===== src/sv/dfas_pkg.sv =====
// Shared types, constants and digit helpers for the decimal float add/subtract pipeline.
// No dependencies.
`default_nettype none
package dfas_pkg;

  localparam int DIGITS_DEF = 16;
  localparam int MANT_W     = 64;
  localparam int EXP_W      = 11;
  localparam int EXP_WIDE_W = 13;

  localparam logic signed [EXP_WIDE_W-1:0] EXP_MIN = -13'sd1024;
  localparam logic signed [EXP_WIDE_W-1:0] EXP_MAX = 13'sd1023;

  typedef struct packed {
    logic                         valid;
    logic                         sign;
    logic                         sub;
    logic signed [EXP_WIDE_W-1:0] exp;
  } dfas_ctl_t;

  function automatic logic [3:0] clamp_digit(input logic [3:0] d);
    return (d > 4'd9) ? 4'd9 : d;
  endfunction

  function automatic logic [4:0] digit_add(input logic [3:0] a, input logic [3:0] b,
                                           input logic cin);
    logic [4:0] s;
    s = 5'(a) + 5'(b) + 5'(cin);
    if (s > 5'd9) begin
      return {1'b1, 4'(s - 5'd10)};
    end
    return {1'b0, s[3:0]};
  endfunction

endpackage
`default_nettype wire


===== src/sv/dfas_if.sv =====
// Handshake channels for operand words and result words.
// Depends on nothing.
`default_nettype none
interface dfas_in_if;
  logic               valid;
  logic               ready;
  logic               command;
  logic               a_sign;
  logic signed [10:0] a_exponent;
  logic [63:0]        a_digits;
  logic               b_sign;
  logic signed [10:0] b_exponent;
  logic [63:0]        b_digits;

  modport source (output valid, command, a_sign, a_exponent, a_digits,
                  b_sign, b_exponent, b_digits, input ready);
  modport sink (input valid, command, a_sign, a_exponent, a_digits,
                b_sign, b_exponent, b_digits, output ready);
endinterface

interface dfas_out_if;
  logic               valid;
  logic               ready;
  logic               result_sign;
  logic signed [10:0] result_exponent;
  logic [63:0]        result_digits;
  logic               exponent_out_of_range;

  modport source (output valid, result_sign, result_exponent, result_digits,
                  exponent_out_of_range, input ready);
  modport sink (input valid, result_sign, result_exponent, result_digits,
                exponent_out_of_range, output ready);
endinterface
`default_nettype wire


===== src/sv/dfas_align.sv =====
// Stages 1-2: digit clamp, effective sign, exponent compare and operand swap, then
// right alignment of the smaller-exponent mantissa. Depends on dfas_pkg, dfas_if.
`default_nettype none
module dfas_align #(
  parameter int DIGITS = dfas_pkg::DIGITS_DEF
) (
  input  wire logic                   clk,
  input  wire logic                   rst,
  input  wire logic                   en,
  dfas_in_if.sink                     operands,
  output dfas_pkg::dfas_ctl_t         ctl,
  output logic [4*DIGITS-1:0]         x,
  output logic [4*DIGITS-1:0]         y
);
  localparam int W  = 4 * DIGITS;
  localparam int SW = $clog2(DIGITS + 1);
  localparam int EW = dfas_pkg::EXP_WIDE_W;

  logic [W-1:0]          da, db;
  logic                  za, zb, sb, a_ge;
  logic signed [EW-1:0]  ea, eb, ea_use, eb_use;
  logic [EW-1:0]         diff;
  logic [SW-1:0]         shift;

  logic                  v1;
  logic [W-1:0]          x1, y1;
  logic [SW-1:0]         sh1;
  logic signed [EW-1:0]  e1;
  logic                  sx1, sy1;

  assign operands.ready = en;

  always_comb begin
    for (int i = 0; i < DIGITS; i++) begin
      da[4*i +: 4] = dfas_pkg::clamp_digit(operands.a_digits[4*i +: 4]);
      db[4*i +: 4] = dfas_pkg::clamp_digit(operands.b_digits[4*i +: 4]);
    end
    za     = (da == '0);
    zb     = (db == '0);
    sb     = operands.b_sign ^ operands.command;
    ea     = EW'(operands.a_exponent);
    eb     = EW'(operands.b_exponent);
    ea_use = za ? eb : ea;
    eb_use = zb ? ea : eb;
    a_ge   = (ea_use >= eb_use);
    diff   = a_ge ? EW'(ea_use - eb_use) : EW'(eb_use - ea_use);
    shift  = (diff >= EW'(DIGITS)) ? SW'(DIGITS) : diff[SW-1:0];
  end

  always_ff @(posedge clk) begin
    if (rst) begin
      v1        <= 1'b0;
      ctl.valid <= 1'b0;
    end else if (en) begin
      v1        <= operands.valid;
      ctl.valid <= v1;
    end
  end

  always_ff @(posedge clk) begin
    if (en) begin
      x1       <= a_ge ? da : db;
      y1       <= a_ge ? db : da;
      sh1      <= shift;
      e1       <= a_ge ? ea_use : eb_use;
      sx1      <= a_ge ? operands.a_sign : sb;
      sy1      <= a_ge ? sb : operands.a_sign;
      x        <= x1;
      y        <= y1 >> {sh1, 2'b00};
      ctl.sign <= sx1;
      ctl.sub  <= sx1 ^ sy1;
      ctl.exp  <= e1;
    end
  end
endmodule
`default_nettype wire


===== src/sv/dfas_addsub.sv =====
// Stages 3-5: magnitude compare and swap, then BCD add or ten's-complement subtract
// split into a low-half and a high-half carry chain. Depends on dfas_pkg.
`default_nettype none
module dfas_addsub #(
  parameter int DIGITS = dfas_pkg::DIGITS_DEF
) (
  input  wire logic                   clk,
  input  wire logic                   rst,
  input  wire logic                   en,
  input  wire dfas_pkg::dfas_ctl_t    ctl_in,
  input  wire logic [4*DIGITS-1:0]    x,
  input  wire logic [4*DIGITS-1:0]    y,
  output dfas_pkg::dfas_ctl_t         ctl,
  output logic [4*DIGITS-1:0]         sum,
  output logic                        cout
);
  localparam int W  = 4 * DIGITS;
  localparam int LO = DIGITS / 2;
  localparam int HI = DIGITS - LO;

  logic                 swap;
  dfas_pkg::dfas_ctl_t  ctl3, ctl4;
  logic [W-1:0]         big3, small3, small_eff;
  logic [4*LO-1:0]      lo_sum, lo4;
  logic                 lo_c, c4;
  logic [4*HI-1:0]      big_hi4, small_hi4, hi_sum;
  logic                 hi_c;
  logic [4:0]           r_lo, r_hi;

  assign swap = ctl_in.sub && (y > x);

  always_comb begin
    for (int i = 0; i < DIGITS; i++) begin
      small_eff[4*i +: 4] = ctl3.sub ? 4'(4'd9 - small3[4*i +: 4]) : small3[4*i +: 4];
    end
    lo_c   = ctl3.sub;
    lo_sum = '0;
    r_lo   = '0;
    for (int i = 0; i < LO; i++) begin
      r_lo            = dfas_pkg::digit_add(big3[4*i +: 4], small_eff[4*i +: 4], lo_c);
      lo_sum[4*i +: 4] = r_lo[3:0];
      lo_c            = r_lo[4];
    end
    hi_c   = c4;
    hi_sum = '0;
    r_hi   = '0;
    for (int i = 0; i < HI; i++) begin
      r_hi             = dfas_pkg::digit_add(big_hi4[4*i +: 4], small_hi4[4*i +: 4], hi_c);
      hi_sum[4*i +: 4] = r_hi[3:0];
      hi_c             = r_hi[4];
    end
  end

  always_ff @(posedge clk) begin
    if (rst) begin
      ctl3.valid <= 1'b0;
      ctl4.valid <= 1'b0;
      ctl.valid  <= 1'b0;
    end else if (en) begin
      ctl3.valid <= ctl_in.valid;
      ctl4.valid <= ctl3.valid;
      ctl.valid  <= ctl4.valid;
    end
  end

  always_ff @(posedge clk) begin
    if (en) begin
      big3      <= swap ? y : x;
      small3    <= swap ? x : y;
      ctl3.sign <= ctl_in.sign ^ swap;
      ctl3.sub  <= ctl_in.sub;
      ctl3.exp  <= ctl_in.exp;
      lo4       <= lo_sum;
      c4        <= lo_c;
      big_hi4   <= big3[W-1 -: 4*HI];
      small_hi4 <= small_eff[W-1 -: 4*HI];
      ctl4.sign <= ctl3.sign;
      ctl4.sub  <= ctl3.sub;
      ctl4.exp  <= ctl3.exp;
      sum       <= {hi_sum, lo4};
      cout      <= hi_c && !ctl4.sub;
      ctl.sign  <= ctl4.sign;
      ctl.sub   <= ctl4.sub;
      ctl.exp   <= ctl4.exp;
    end
  end
endmodule
`default_nettype wire


===== src/sv/dfas_norm.sv =====
// Stage 6: carry shift, leading-zero normalize, exponent range check and the
// output register. Depends on dfas_pkg, dfas_if.
`default_nettype none
module dfas_norm #(
  parameter int DIGITS = dfas_pkg::DIGITS_DEF
) (
  input  wire logic                   clk,
  input  wire logic                   rst,
  input  wire logic                   en,
  input  wire dfas_pkg::dfas_ctl_t    ctl_in,
  input  wire logic [4*DIGITS-1:0]    sum,
  input  wire logic                   cout,
  dfas_out_if.source                  result
);
  localparam int W  = 4 * DIGITS;
  localparam int SW = $clog2(DIGITS + 1);
  localparam int EW = dfas_pkg::EXP_WIDE_W;

  logic [W-1:0]         m, mn;
  logic signed [EW-1:0] e, en_exp;
  logic [SW-1:0]        lz;
  logic                 zero;

  always_comb begin
    m  = cout ? {4'd1, sum[W-1:4]} : sum;
    e  = ctl_in.exp + EW'(cout);
    lz = SW'(DIGITS);
    for (int i = 0; i < DIGITS; i++) begin
      if (m[4*i +: 4] != 4'd0) begin
        lz = SW'(DIGITS - 1 - i);
      end
    end
    zero   = (m == '0);
    mn     = m << {lz, 2'b00};
    en_exp = e - $signed(EW'(lz));
  end

  always_ff @(posedge clk) begin
    if (rst) begin
      result.valid <= 1'b0;
    end else if (en) begin
      result.valid <= ctl_in.valid;
    end
  end

  always_ff @(posedge clk) begin
    if (en) begin
      result.result_sign           <= zero ? 1'b0 : ctl_in.sign;
      result.result_exponent       <= zero ? 11'sd0 : en_exp[10:0];
      result.result_digits         <= dfas_pkg::MANT_W'(mn);
      result.exponent_out_of_range <= !zero &&
        ((en_exp < dfas_pkg::EXP_MIN) || (en_exp > dfas_pkg::EXP_MAX));
    end
  end
endmodule
`default_nettype wire


===== src/sv/decimal_float_add_subtract.sv =====
// Decimal floating add/subtract: six-stage pipeline, one word per cycle while the output is not stalled.
// The BCD carry chain is split into a low and a high half.
// All stages advance together when the output register is empty or taken; a stall holds all.
// Reset clears the valid bits only. Depends on dfas_pkg, dfas_if, dfas_align,
// dfas_addsub, dfas_norm.
`default_nettype none
module decimal_float_add_subtract #(
  parameter int DIGITS = dfas_pkg::DIGITS_DEF
) (
  input  wire logic  clk,
  input  wire logic  rst,
  dfas_in_if.sink    operands,
  dfas_out_if.source result
);
  localparam int W = 4 * DIGITS;

  logic                en;
  dfas_pkg::dfas_ctl_t ctl_al, ctl_as;
  logic [W-1:0]        x, y, sum;
  logic                cout;

  assign en = !result.valid || result.ready;

  dfas_align #(.DIGITS(DIGITS)) u_align (
    .clk(clk), .rst(rst), .en(en), .operands(operands),
    .ctl(ctl_al), .x(x), .y(y)
  );

  dfas_addsub #(.DIGITS(DIGITS)) u_addsub (
    .clk(clk), .rst(rst), .en(en), .ctl_in(ctl_al), .x(x), .y(y),
    .ctl(ctl_as), .sum(sum), .cout(cout)
  );

  dfas_norm #(.DIGITS(DIGITS)) u_norm (
    .clk(clk), .rst(rst), .en(en), .ctl_in(ctl_as), .sum(sum), .cout(cout),
    .result(result)
  );
endmodule
`default_nettype wire


===== src/flat_wrapper.sv =====
// flat-port wrapper written by rule: the top's interface ports become plain ports
module decimal_float_add_subtract_flat 
#(
  parameter int DIGITS = dfas_pkg::DIGITS_DEF
)
  (clk, rst, operands_valid, operands_command, operands_a_sign, operands_a_exponent, operands_a_digits, operands_b_sign, operands_b_exponent, operands_b_digits, operands_ready, result_valid, result_result_sign, result_result_exponent, result_result_digits, result_exponent_out_of_range, result_ready);
  dfas_in_if operands_i ();
  dfas_out_if result_i ();
  input  wire logic clk;
  input  wire logic rst;
  input wire logic [$bits(operands_i.valid)-1:0] operands_valid;
  input wire logic [$bits(operands_i.command)-1:0] operands_command;
  input wire logic [$bits(operands_i.a_sign)-1:0] operands_a_sign;
  input wire logic [$bits(operands_i.a_exponent)-1:0] operands_a_exponent;
  input wire logic [$bits(operands_i.a_digits)-1:0] operands_a_digits;
  input wire logic [$bits(operands_i.b_sign)-1:0] operands_b_sign;
  input wire logic [$bits(operands_i.b_exponent)-1:0] operands_b_exponent;
  input wire logic [$bits(operands_i.b_digits)-1:0] operands_b_digits;
  output wire logic [$bits(operands_i.ready)-1:0] operands_ready;
  output wire logic [$bits(result_i.valid)-1:0] result_valid;
  output wire logic [$bits(result_i.result_sign)-1:0] result_result_sign;
  output wire logic [$bits(result_i.result_exponent)-1:0] result_result_exponent;
  output wire logic [$bits(result_i.result_digits)-1:0] result_result_digits;
  output wire logic [$bits(result_i.exponent_out_of_range)-1:0] result_exponent_out_of_range;
  input wire logic [$bits(result_i.ready)-1:0] result_ready;
  assign operands_i.valid = operands_valid;
  assign operands_i.command = operands_command;
  assign operands_i.a_sign = operands_a_sign;
  assign operands_i.a_exponent = operands_a_exponent;
  assign operands_i.a_digits = operands_a_digits;
  assign operands_i.b_sign = operands_b_sign;
  assign operands_i.b_exponent = operands_b_exponent;
  assign operands_i.b_digits = operands_b_digits;
  assign operands_ready = operands_i.ready;
  assign result_valid = result_i.valid;
  assign result_result_sign = result_i.result_sign;
  assign result_result_exponent = result_i.result_exponent;
  assign result_result_digits = result_i.result_digits;
  assign result_exponent_out_of_range = result_i.exponent_out_of_range;
  assign result_i.ready = result_ready;
  decimal_float_add_subtract #(.DIGITS(DIGITS)) u_core (.clk(clk), .rst(rst), .operands(operands_i), .result(result_i));
endmodule

===== config.mk =====
export PLATFORM = sky130hd
export DESIGN_NAME = decimal_float_add_subtract_flat
export DESIGN_NICKNAME = d
export VERILOG_FILES = /design/src/sv/dfas_pkg.sv /design/src/sv/dfas_if.sv /design/src/sv/dfas_align.sv /design/src/sv/dfas_addsub.sv /design/src/sv/dfas_norm.sv /design/src/sv/decimal_float_add_subtract.sv /design/src/flat_wrapper.sv
export SDC_FILE = /design/constraint.sdc
export NUM_CORES = 1
export LEC_CHECK = 0
export BUFFER_PORTS_ARGS = -buffer_cell sky130_fd_sc_hd__buf_2
export CAP_MARGIN = 20
export CELL_PAD_IN_SITES_DETAIL_PLACEMENT = 0
export CELL_PAD_IN_SITES_GLOBAL_PLACEMENT = 1
export CORE_AREA = 2 2 395 397
export DETAILED_ROUTE_END_ITERATION = 7
export DIE_AREA = 0 0 397 399
export PLACE_DENSITY_LB_ADDON = 0.15
export SETUP_SLACK_MARGIN = 0.1
export SLEW_MARGIN = 40
export SYNTH_ARGS = -nofsm -noshare
export SYNTH_HDL_FRONTEND = slang
export SYNTH_SLANG_ARGS = --single-unit

===== constraint.sdc =====
create_clock -name clk -period 16.05 [get_ports clk]
set_input_delay 0.8025 -clock clk [delete_from_list [all_inputs] [get_ports clk]]
set_output_delay 0.8025 -clock clk [all_outputs]
set_load 0.05 [all_outputs]

# After elaboration in Yosys (flattened, before gate mapping)
# Cells that the tools add are included.
dict set report classes {
  n_addsub 68
  order_cmp 53
  n_shift 2
  mux 123
  n_bitwise 3
  reduce_logical 27
}
# op count
set ops {}
lappend ops {{$mux 64} 5}
lappend ops {{$mux 5} 47}
lappend ops {{$mux 4} 49}
lappend ops {{$logic_not 64->1} 3}
lappend ops {{$gt 4x4->1 const B} 32}
lappend ops {{$add 4x4->5} 16}
lappend ops {{$add 5x1->5} 16}
lappend ops {{$gt 5x4->1 const B} 16}
lappend ops {{$gt 64x64->1} 1}
lappend ops {{$reduce_bool 4->1} 16}
lappend ops {{$shl 64x7->64} 1}
lappend ops {{$shr 64x7->64} 1}
lappend ops {{$sub 4x4->4 const A} 16}
lappend ops {{$sub 4x4->4 const B} 16}
lappend ops {{$mux 13} 4}
lappend ops {{$sub 13x13->13} 2}
lappend ops {{$mux 1} 18}
lappend ops {{$add 13x1->13} 1}
lappend ops {{$ge 13x13->1} 1}
lappend ops {{$ge 13x5->1 const B} 1}
lappend ops {{$gt 13x11->1 const B} 1}
lappend ops {{$lt 13x11->1 const B} 1}
lappend ops {{$sub 13x6->13} 1}
lappend ops {{$logic_and 1x1->1} 3}
lappend ops {{3 further kinds} 8}
dict set report totals {
  reg_bits 708
  input_bits 157
  output_inout_bits 79
  elab_cells 313
}

# Logic depth before layout (Yosys ltp)
# Gate-level depths: netlist of run 1.
dict set report logic_depth {
  ltp_word 35
  mapped_depth 66
  depth_no_buf 66
}

# Hierarchy
# From an unflattened synthesis of run 1, not the netlist that was laid out.
dict set report hier_totals {
  cells_unflattened 3138
  area_unflattened_um2 39220.1
}
# mod n_inst cells_per_inst area_each_um2
set modules_own_cells {}
lappend modules_own_cells {dfas_addsub 1 1210 17469.3}
lappend modules_own_cells {dfas_align 1 1206 15100.7}
lappend modules_own_cells {dfas_norm 1 721 6643.9}
lappend modules_own_cells {decimal_float_add_subtract 1 1 6.3}

# Worst setup path after synthesis of run 1
# No wires, ideal clock.
dict set report synth_timing {
  path_kind {register to register}
  start {reg u_core.u_addsub.c4}
  end {reg u_core.u_addsub.sum[63], data pin}
  t_arrival_ps 16465
  t_required_ps 15787
  slack_ps -678
  stages_incl_launch_ff 64
  n_path_buf 0
  synth_period_minus_slack_ps 16728
  path_cell_list {edfxtp_1 fa_1 fa_1 xnor2_1 ha_1 a32oi_1 a221oi_1 fa_1 inv_1 fa_1 xnor2_1 ha_1 a21boi_0 a31oi_1 a221oi_1 fa_1 inv_1 fa_1 [... 28 more ...] a221oi_1 fa_1 inv_1 fa_1 xnor2_1 ha_1 a21boi_0 a31oi_1 a221oi_1 fa_1 inv_1 fa_1 xnor2_1 ha_1 a22oi_1 a221oi_1 nor2_1 xor2_1}
}
dict set report synth_via {
  elab_chain_len 32
}
# element line_no
set synth_lines {}
lappend synth_lines {{from (decl)} dfas_addsub.sv:25} ;# logic lo_c, c4;
lappend synth_lines {{from (signal assigned)} dfas_addsub.sv:74} ;# c4 <= lo_c;
lappend synth_lines {{$add 5x1->5 *} dfas_pkg.sv:28} ;# s = 5'(a) + 5'(b) + 5'(cin);
lappend synth_lines {{$gt 5x4->1 *} dfas_pkg.sv:29} ;# if (s > 5'd9) begin
lappend synth_lines {{$mux 1 *} dfas_pkg.sv:29}
lappend synth_lines {{$mux 5 *} dfas_pkg.sv:32} ;# return {1'b0, s[3:0]};
lappend synth_lines {{$add 5x1->5 *} dfas_pkg.sv:28}
lappend synth_lines {{$gt 5x4->1 *} dfas_pkg.sv:29}
lappend synth_lines {{$mux 1 *} dfas_pkg.sv:29}
lappend synth_lines {{$mux 5 *} dfas_pkg.sv:32}
lappend synth_lines {{[... 17 more ...]} --}
lappend synth_lines {{$gt 5x4->1 *} dfas_pkg.sv:29}
lappend synth_lines {{$mux 1 *} dfas_pkg.sv:29}
lappend synth_lines {{$mux 5 *} dfas_pkg.sv:32}
lappend synth_lines {{$add 5x1->5 *} dfas_pkg.sv:28}
lappend synth_lines {{$sub 4x4->4 / $gt 5x4->1 (equally long branches)} {dfas_pkg.sv:30, dfas_pkg.sv:29}}
lappend synth_lines {{$mux 5 / $mux 1 (equally long branches)} dfas_pkg.sv:29}
lappend synth_lines {{$mux 5 *} dfas_pkg.sv:32}
lappend synth_lines {{via u_core.u_addsub.hi_sum[31]} dfas_addsub.sv:26} ;# logic [4*HI-1:0] big_hi4, small_hi4, hi_sum;
lappend synth_lines {{to (signal assigned)} dfas_addsub.sv:80} ;# sum <= {hi_sum, lo4};
lappend synth_lines {{to (decl)} dfas_addsub.sv:14} ;# output logic [4*DIGITS-1:0] sum,
# Mark *: on every way through the listed nets, which the timed path passes. The rest lies on a longest branch. The select of a mux whose other input is x is not followed.
# A chain may end at the register's enable or synchronous reset.

# Worst setup path after layout of run 1
dict set report layout_timing {
  start {reg u_core.u_addsub.small3[1]}
  end {reg u_core.u_addsub.lo4[31], data pin}
}
dict set report layout_via {
  elab_chain_len 35
}
# element line_no
set layout_lines {}
lappend layout_lines {{from (decl)} dfas_addsub.sv:23} ;# logic [W-1:0] big3, small3, small_eff;
lappend layout_lines {{from (signal assigned)} dfas_addsub.sv:69} ;# small3 <= swap ? x : y;
lappend layout_lines {{$sub 4x4->4} dfas_addsub.sv:34} ;# small_eff[4*i +: 4] = ctl3.sub ? 4'(4'd9 - small3[4*i +: 4]) : small3[4*i +: 4];
lappend layout_lines {{$mux 4 *} dfas_addsub.sv:34}
lappend layout_lines {{$add 4x4->5 *} dfas_pkg.sv:28}
lappend layout_lines {{$add 5x1->5 *} dfas_pkg.sv:28}
lappend layout_lines {{$gt 5x4->1 *} dfas_pkg.sv:29}
lappend layout_lines {{$mux 1 *} dfas_pkg.sv:29}
lappend layout_lines {{$mux 5 *} dfas_pkg.sv:32}
lappend layout_lines {{$add 5x1->5 *} dfas_pkg.sv:28}
lappend layout_lines {{[... 20 more ...]} --}
lappend layout_lines {{$gt 5x4->1 *} dfas_pkg.sv:29}
lappend layout_lines {{$mux 1 *} dfas_pkg.sv:29}
lappend layout_lines {{$mux 5 *} dfas_pkg.sv:32}
lappend layout_lines {{$add 5x1->5 *} dfas_pkg.sv:28}
lappend layout_lines {{$sub 4x4->4 / $gt 5x4->1 (equally long branches)} {dfas_pkg.sv:30, dfas_pkg.sv:29}}
lappend layout_lines {{$mux 5 / $mux 1 (equally long branches)} dfas_pkg.sv:29}
lappend layout_lines {{$mux 4 *} dfas_pkg.sv:32}
lappend layout_lines {{via u_core.u_addsub.lo_sum[31]} dfas_addsub.sv:24} ;# logic [4*LO-1:0] lo_sum, lo4;
lappend layout_lines {{to (signal assigned)} dfas_addsub.sv:73} ;# lo4 <= lo_sum;
lappend layout_lines {{to (decl)} dfas_addsub.sv:24}
# Marked as above.

==> summary.txt, run 1 <==
Setup path
  – CP Launch Point: u_core.u_addsub.small3[1]
  – Critical Path RT: between 15 and 20 ns
  – Worst path slowest cell: fa_2
  – Critical-path maximum fanout: 4
  – Most frequent CP cell: fa_1
  – Worst path arrival time: 15.38 ns
  – Max incr delay on CP: between 0.5 and 0.6 ns
  – Kind of critical path: flop to flop
  – Crit. End Element: flop
  – Worst reg2reg path startpoint: u_core.u_addsub.small3[1]
  – Startpoint Class: flop

Timing
  – Worst slew pin tran: 0.949 ns
  – Min Tclk post-route: about 15 ns
  – Setup violations, final: 0
  – Fin. Hold Viols: 0
  – Setup_tns: 0 ns
  – Slew margin rel.: 36.4%
  – Hold Worst Slack: 0.372 ns
  – Slew Limit Fails: 0
  – RSZ-0062 raised after global routing: yes
  – Max Fclk: 66.9 MHz
  – Final period util: 93.2%
  – Clock skew: 0.0266 ns
  – Post-route setup slack: 1.09 ns

Clock tree
  – Clk pin slew, worst setup/hold paths: approximately 0.06 ns
  – Hold buffers post-CTS: 0
  – Clock net sink count: 698
  – Total CTS buffers: 81
  – CTS tree: done
  – Clock buffer depth: 3
  – Root buffer selected by CTS: clkbuf_16
  – Worst skew pair latency: between 0.6 and 0.7 ns
  – H-tree depth: 3

Place
  – Final GP Congestion: 0.851
  – Post-Place Cells: ~5400
  – Dpl ws: -0.603 ns
  – Area post-placement: 0.0421 mm²
  – HPWL Detailed: 86900 µm
  – Number of port buffers: 235

Yosys
  – EDFF count, synth: 692
  – Syn Nets: 3598
  – Synth cell types: 78
  – Synthesized area: 0.0384 mm²
  – Syn Area/Cell: 12.0 µm²
  – Mapped Cells: 3210
  – Sequential-to-total area share from yosys stat: a little over half
  – Dominant synthesized flop cell: edfxtp_1
  – Post-synthesis async set-or-reset flop share: 0%
  – Synth Register Bits: 698
  – Yosys warns: 0

Cells and area
  – Design area: 0.0452 mm²
  – Final core occ: 29.4%
  – ANT cells: 0
  – Commonest non-fill, non-tap cells in the layout: 692 x edfxtp_1, 293 x nor2_1, 237 x buf_2
  – Nets: 3841
  – Share of layout cells above drive strength 1: around a fifth
  – Area delta synth->final: 17.6%
  – Non-Filler Instances: approximately 5600
  – Commonest non-fill, non-tap cell in the layout: edfxtp_1

Pwr
  – P_leak: 18.2 nW
  – Total Power: 7.38 mW
  – PD cells: 163 mW/mm²
  – Worst VDD drop: between 70 and 80 µV

Worst hold path
  – Hold Crit Start: rst
  – Hold crit path type: input pin to flop

Floorplanning
  – Site row count: 144
  – Core ar.: 0.154 mm²
  – DIE AREA: approximately 0.16 mm²
  – Starting Density: 25.0%
  – Die height: ~400 µm
  – Die X-Extent: 397 µm
  – # IOs: 236

GRT
  – Initial antenna violation count: 2
  – Tot GR Track Use: 14.1%
  – Global-route wire length before repair: approximately 170000 µm
  – Remaining Overflow, GRT: 0
  – Largest net degree at the start of global routing: between 150 and 200
  – Vias in the first global route: roughly 25000

Drt
  – Residual DRC: 0
  – Iter 0 DRT Violations: 1523
  – Post-DRT Antenna Nets: 0
  – Router iterations before antenna repair: 5
  – Via Count: 24800
  – Detailed Route WL: about 110000 µm
  – Vias per Instance: 4.45
  – Drt wl/cell: 20.3 µm

Outcome
  – Status: finished clean

Flow run
  – Maxcap violations: 0
state kept, by name, indices dropped and copies added, names as in the netlist, 64 cells and up:
signal,count
u_core.u_addsub.big3,64
u_core.u_addsub.small3,64
u_core.u_addsub.sum,64
u_core.u_align.x1,64
u_core.u_align.x,64
u_core.u_align.y1,64
u_core.u_align.y,64
u_core.u_norm.result.result_digits,64
kinds of logic after synthesis:
family	Yosys count	share of synthesized area [%]
AND/OR/NAND/NOR	734	8.79
buffers and inverters	365	3.74
AO/OA/AOI/OAI	680	11.6
adder cells (fa/ha/maj)	231	8.19
flip-flops	698	54.4
multiplexers	384	10.6
XOR/XNOR	118	2.69
layer usage:
layer | GRT usage (%) | wire (µm)
met4 | 5.29 | 3740
met1 | 20.9 | 58100
met3 | 1.98 | 3930
met2 | 20.7 | 47500
met5 | 0 | 0
synth_stat cells, types with 35 or more instances:
cell type | count | area share, %
ha_1 | 197 | 6.4
nand2_1 | 179 | 1.7
nand2b_1 | 42 | 0.68
a31o_2 | 35 | 0.80
nor4_1 | 47 | 0.77
edfxtp_1 | 692 | 54
a21oi_1 | 160 | 2.1
nand3_1 | 52 | 0.68
o21ai_0 | 152 | 2.0
a21o_1 | 69 | 1.3
mux2i_1 | 209 | 5.4
mux2_2 | 172 | 5.0
inv_1 | 217 | 2.1
nor2_1 | 296 | 2.9
xnor2_1 | 84 | 1.9
clkbuf_1 | 96 | 0.94
a211oi_1 | 48 | 0.94
cell type report:
type / count / area (µm²)
timing repair buffer: 306 / 1810
inverter: 219 / 830
multi-input combinational: 2147 / 16300
sequential: 698 / 20900
tap: 2044 / 2560
clock inverter: 58 / 633
clock buffer: 93 / 2090
fill: 15900 / 109000
worst max-delay path, delay by kind of cell, from the launching register on:
| kind | cells | cell delay (ns) |
|---|---|---|
| buffers and inverters | 9 | 0.88 |
| AOI/OAI and AO/OA | 19 | 3.44 |
| DFF | 1 | 0.42 |
| and+or+nand+nor | 7 | 0.45 |
| xor gates and xnor gates | 8 | 1.62 |
| adders and majority gates | 24 | 7.85 |
report_power, final:
group          switching (mW)  leakage, nW  internal [mW]
sequential              0.261         7.73           2.55
combinational            1.70         9.21          0.974
clock                   0.795         1.31           1.10
final timing paths:
kind / end / slack (ns) / cells after the start
worst max-delay path: u_core.u_addsub.lo4[31] / 1.09 / 67
worst min register to register: u_core.u_addsub.big_hi4[8] / 0.41 / 0
worst max register to register: u_core.u_addsub.lo4[31] / 1.09 / 67
worst min-delay path: u_core.u_addsub.ctl4[15] / 0.37 / 2
what timing repair did:
action / CTS / global route
setup buffers: 4 / 14
pin swaps: 3 / 18
gates resized for setup: 4 / 18
endpoints found under the setup margin: 8 / 8
Power figures use the tool's default switching activity.
==> inputs of run 2 (changes only) <==
clock period = 14.75 ns   (was 16.05 ns; I/O delays follow)
==> run 2 against run 1 <==
  * Flip-flop and latch count is the same
  * Via count grew 1.1%
  * Hold slack lost 0.043 ns
  * Largest cell class unchanged
  * Combinational power grew 19%
  * Sequential share of layout area shrank 0.68 points
  * Total power grew 12%
==> summary.txt, run 2 (synthesized netlist as in run 1, its figures left out) <==
Outcome
  – Status: finished clean

Clock tree
  – Clk pin slew, worst setup/hold paths: 0.06 ns (about the same)
  – CTS tree: done
  – Root buffer selected by CTS: clkbuf_16
  – H-tree depth: 3 (unchanged)
  – Clock net sink count: 698 (unchanged)
  – Clock buffer depth: 3 (unchanged)
  – Hold buffers post-CTS: 0 (unchanged)
  – Total CTS buffers: 85 (+4.9%)
  – Worst skew pair latency: 0.69 ns (about the same)

Cells and area
  – Area delta synth->final: 19.3%
  – Share of layout cells above drive strength 1: 23.3% (+3.5 points)
  – FF+latch area: 0.0209 mm² (unchanged)
  – ANT cells: 0 (unchanged)
  – Nets: 3883 (+1.1%)
  – Commonest non-fill, non-tap cells in the layout: 692 x edfxtp_1, 293 x nor2_1, 235 x buf_2
  – Commonest non-fill, non-tap cell in the layout: edfxtp_1
  – Footprint of the multi-input gates: 0.0168 mm² (+2.9%)
  – Filler cells: 15700 (-0.91%)

Timing
  – Clock skew: 0.0518 ns (+0.0252 ns)
  – Setup violations, final: 0 (unchanged)
  – Post-route setup slack: 0.673 ns (-0.421 ns)
  – RSZ-0062 raised after global routing: yes
  – Min Tclk post-route: 14.08 ns (-0.879 ns)
  – Hold Worst Slack: 0.329 ns (-0.0431 ns)
  – Slew Limit Fails: 0 (unchanged)
  – Worst slew pin tran: 0.952 ns (+0.00253 ns)
  – Max Fclk: 71.0 MHz (+6.2%)
  – Setup_tns: 0 ns (unchanged)
  – Slew margin rel.: 36.0% (-0.37 points)
  – Final period util: 95.4% (+2.3 points)
  – Fin. Hold Viols: 0 (unchanged)

Floorplanning
  – DIE AREA: 0.158 mm² (unchanged)
  – Core ar.: 0.154 mm² (unchanged)
  – # IOs: 236 (unchanged)
  – Die X-Extent: 397 µm (unchanged)
  – Starting Density: 25.0% (unchanged)
  – Site row count: 144 (unchanged)
  – Die height: 399 µm (unchanged)

Setup path
  – Crit. End Element: flop
  – Path depth of the worst reg2reg path: 62 (-7.5%)
  – Max incr delay on CP: 0.56 ns (about the same)
  – Critical path depth in cells: 62 (-7.5%)
  – Worst path slowest cell: fa_2
  – Critical-path maximum fanout: 4 (unchanged)
  – Kind of critical path: flop to flop
  – Crit path buf inv count: 9 (unchanged)
  – Most frequent CP cell: fa_2
  – Startpoint Class: flop
  – Worst path arrival time: 14.47 ns (-0.91 ns)
  – Critical Path RT: 15.14 ns (-1.33 ns)
  – CP delay by family, top: adder cells

GRT
  – Initial antenna violation count: 5 (+3)
  – Tot GR Track Use: 14.3% (+0.22 points)
  – Remaining Overflow, GRT: 0 (unchanged)
  – Largest net degree at the start of global routing: 151 (-5.6%)
  – Vias in the first global route: 25200 (+1.0%)
  – Global-route wire length before repair: 170000 µm (+1.3%)

Pwr
  – PD cells: 180 mW/mm² (+10%)
  – P_leak: 18.4 nW (+0.69%)
  – Worst VDD drop: 79.7 µV (+2.0%)

Drt
  – Router iterations before antenna repair: 5 (unchanged)
  – Detailed Route WL: 115000 µm (+1.5%)
  – Drt wl/cell: 20.5 µm (+0.91%)
  – Iter 0 DRT Violations: 1598 (+4.9%)
  – Post-DRT Antenna Nets: 0 (unchanged)
  – Vias per Instance: 4.47 (+0.45%)
  – Via Count: 25100 (+1.1%)
  – Residual DRC: 0 (unchanged)

Place
  – Number of port buffers: 235 (unchanged)
  – Dpl ws: -0.177 ns (+0.426 ns)
  – HPWL Detailed: 87800 µm (+1.1%)
  – Final GP Congestion: 0.854 (+0.35%)

Worst hold path
  – Hold crit path type: input pin to flop
  – Hold Path Depth: 2 (unchanged)

Flow run
  – Maxcap violations: 0 (unchanged)
run 2: cell types whose count changed in the layout (fill, tap and decap cells not counted), moves of 12 or more:
cell / delta
buf_4: +37
fa_1: -30
fa_2: +30
ha_1: -25
ha_2: +18
inv_1: -22
inv_2: +22
xnor2_4: +12
run 2: where the power goes:
group | switching, mW | internal (mW)
logic | 1.95 | 1.23
clock network | 0.854 | 1.13
registers | 0.296 | 2.78
run 2: routing by layer:
layer | part of all wire, % | global-route usage, % | up-vias
met5 | 0 | 0 | -
met4 | 3.6 | 5.72 | 0
met3 | 3.6 | 1.80 | 152
met2 | 42 | 21.0 | 551
met1 | 51 | 21.3 | 11800
li1 | - | - | 12500
run 2: final timing paths:
path                            slack, ns                       from                      end
worst min register to register       0.41       u_core.u_align.e1[8]    u_core.u_align.ctl[8]
worst max register to register       0.67  u_core.u_addsub.small3[0]  u_core.u_addsub.lo4[31]
worst min-delay path                 0.33                        rst  u_core.u_addsub.ctl[15]
worst max-delay path                 0.67  u_core.u_addsub.small3[0]  u_core.u_addsub.lo4[31]
run 2: final cells by class:
type                    instances  share of cell area [%]
clock inverters                50                    1.02
clock buffers                  98                    4.75
inverters                     219                    1.80
multi-input cells            2147                    36.7
flip-flops and latches        698                    45.6
well taps                    2044                    5.58
repair buffers                344                    4.55
run 2: timing repair:
item                                    CTS  global route
endpoints found under the setup margin    8             8
resized for setup                         7           114
pin swaps                                28            74
setup buffers                            15            33
run 2: stage by stage:
stage | cells | power (mW) | cell area, µm² | util, %
2_1_floorplan | 3210 | 5.00 | 38600 | -
3_3_place_gp | 5400 | 6.02 | 42200 | 27.5
3_5_place_dp | 5403 | 6.03 | 42300 | 27.5
4_1_cts | 5566 | 8.13 | 45100 | 29.3
5_1_grt | 5600 | 8.77 | 45800 | 29.8
6_report | 5600 | 8.24 | 45800 | 29.8
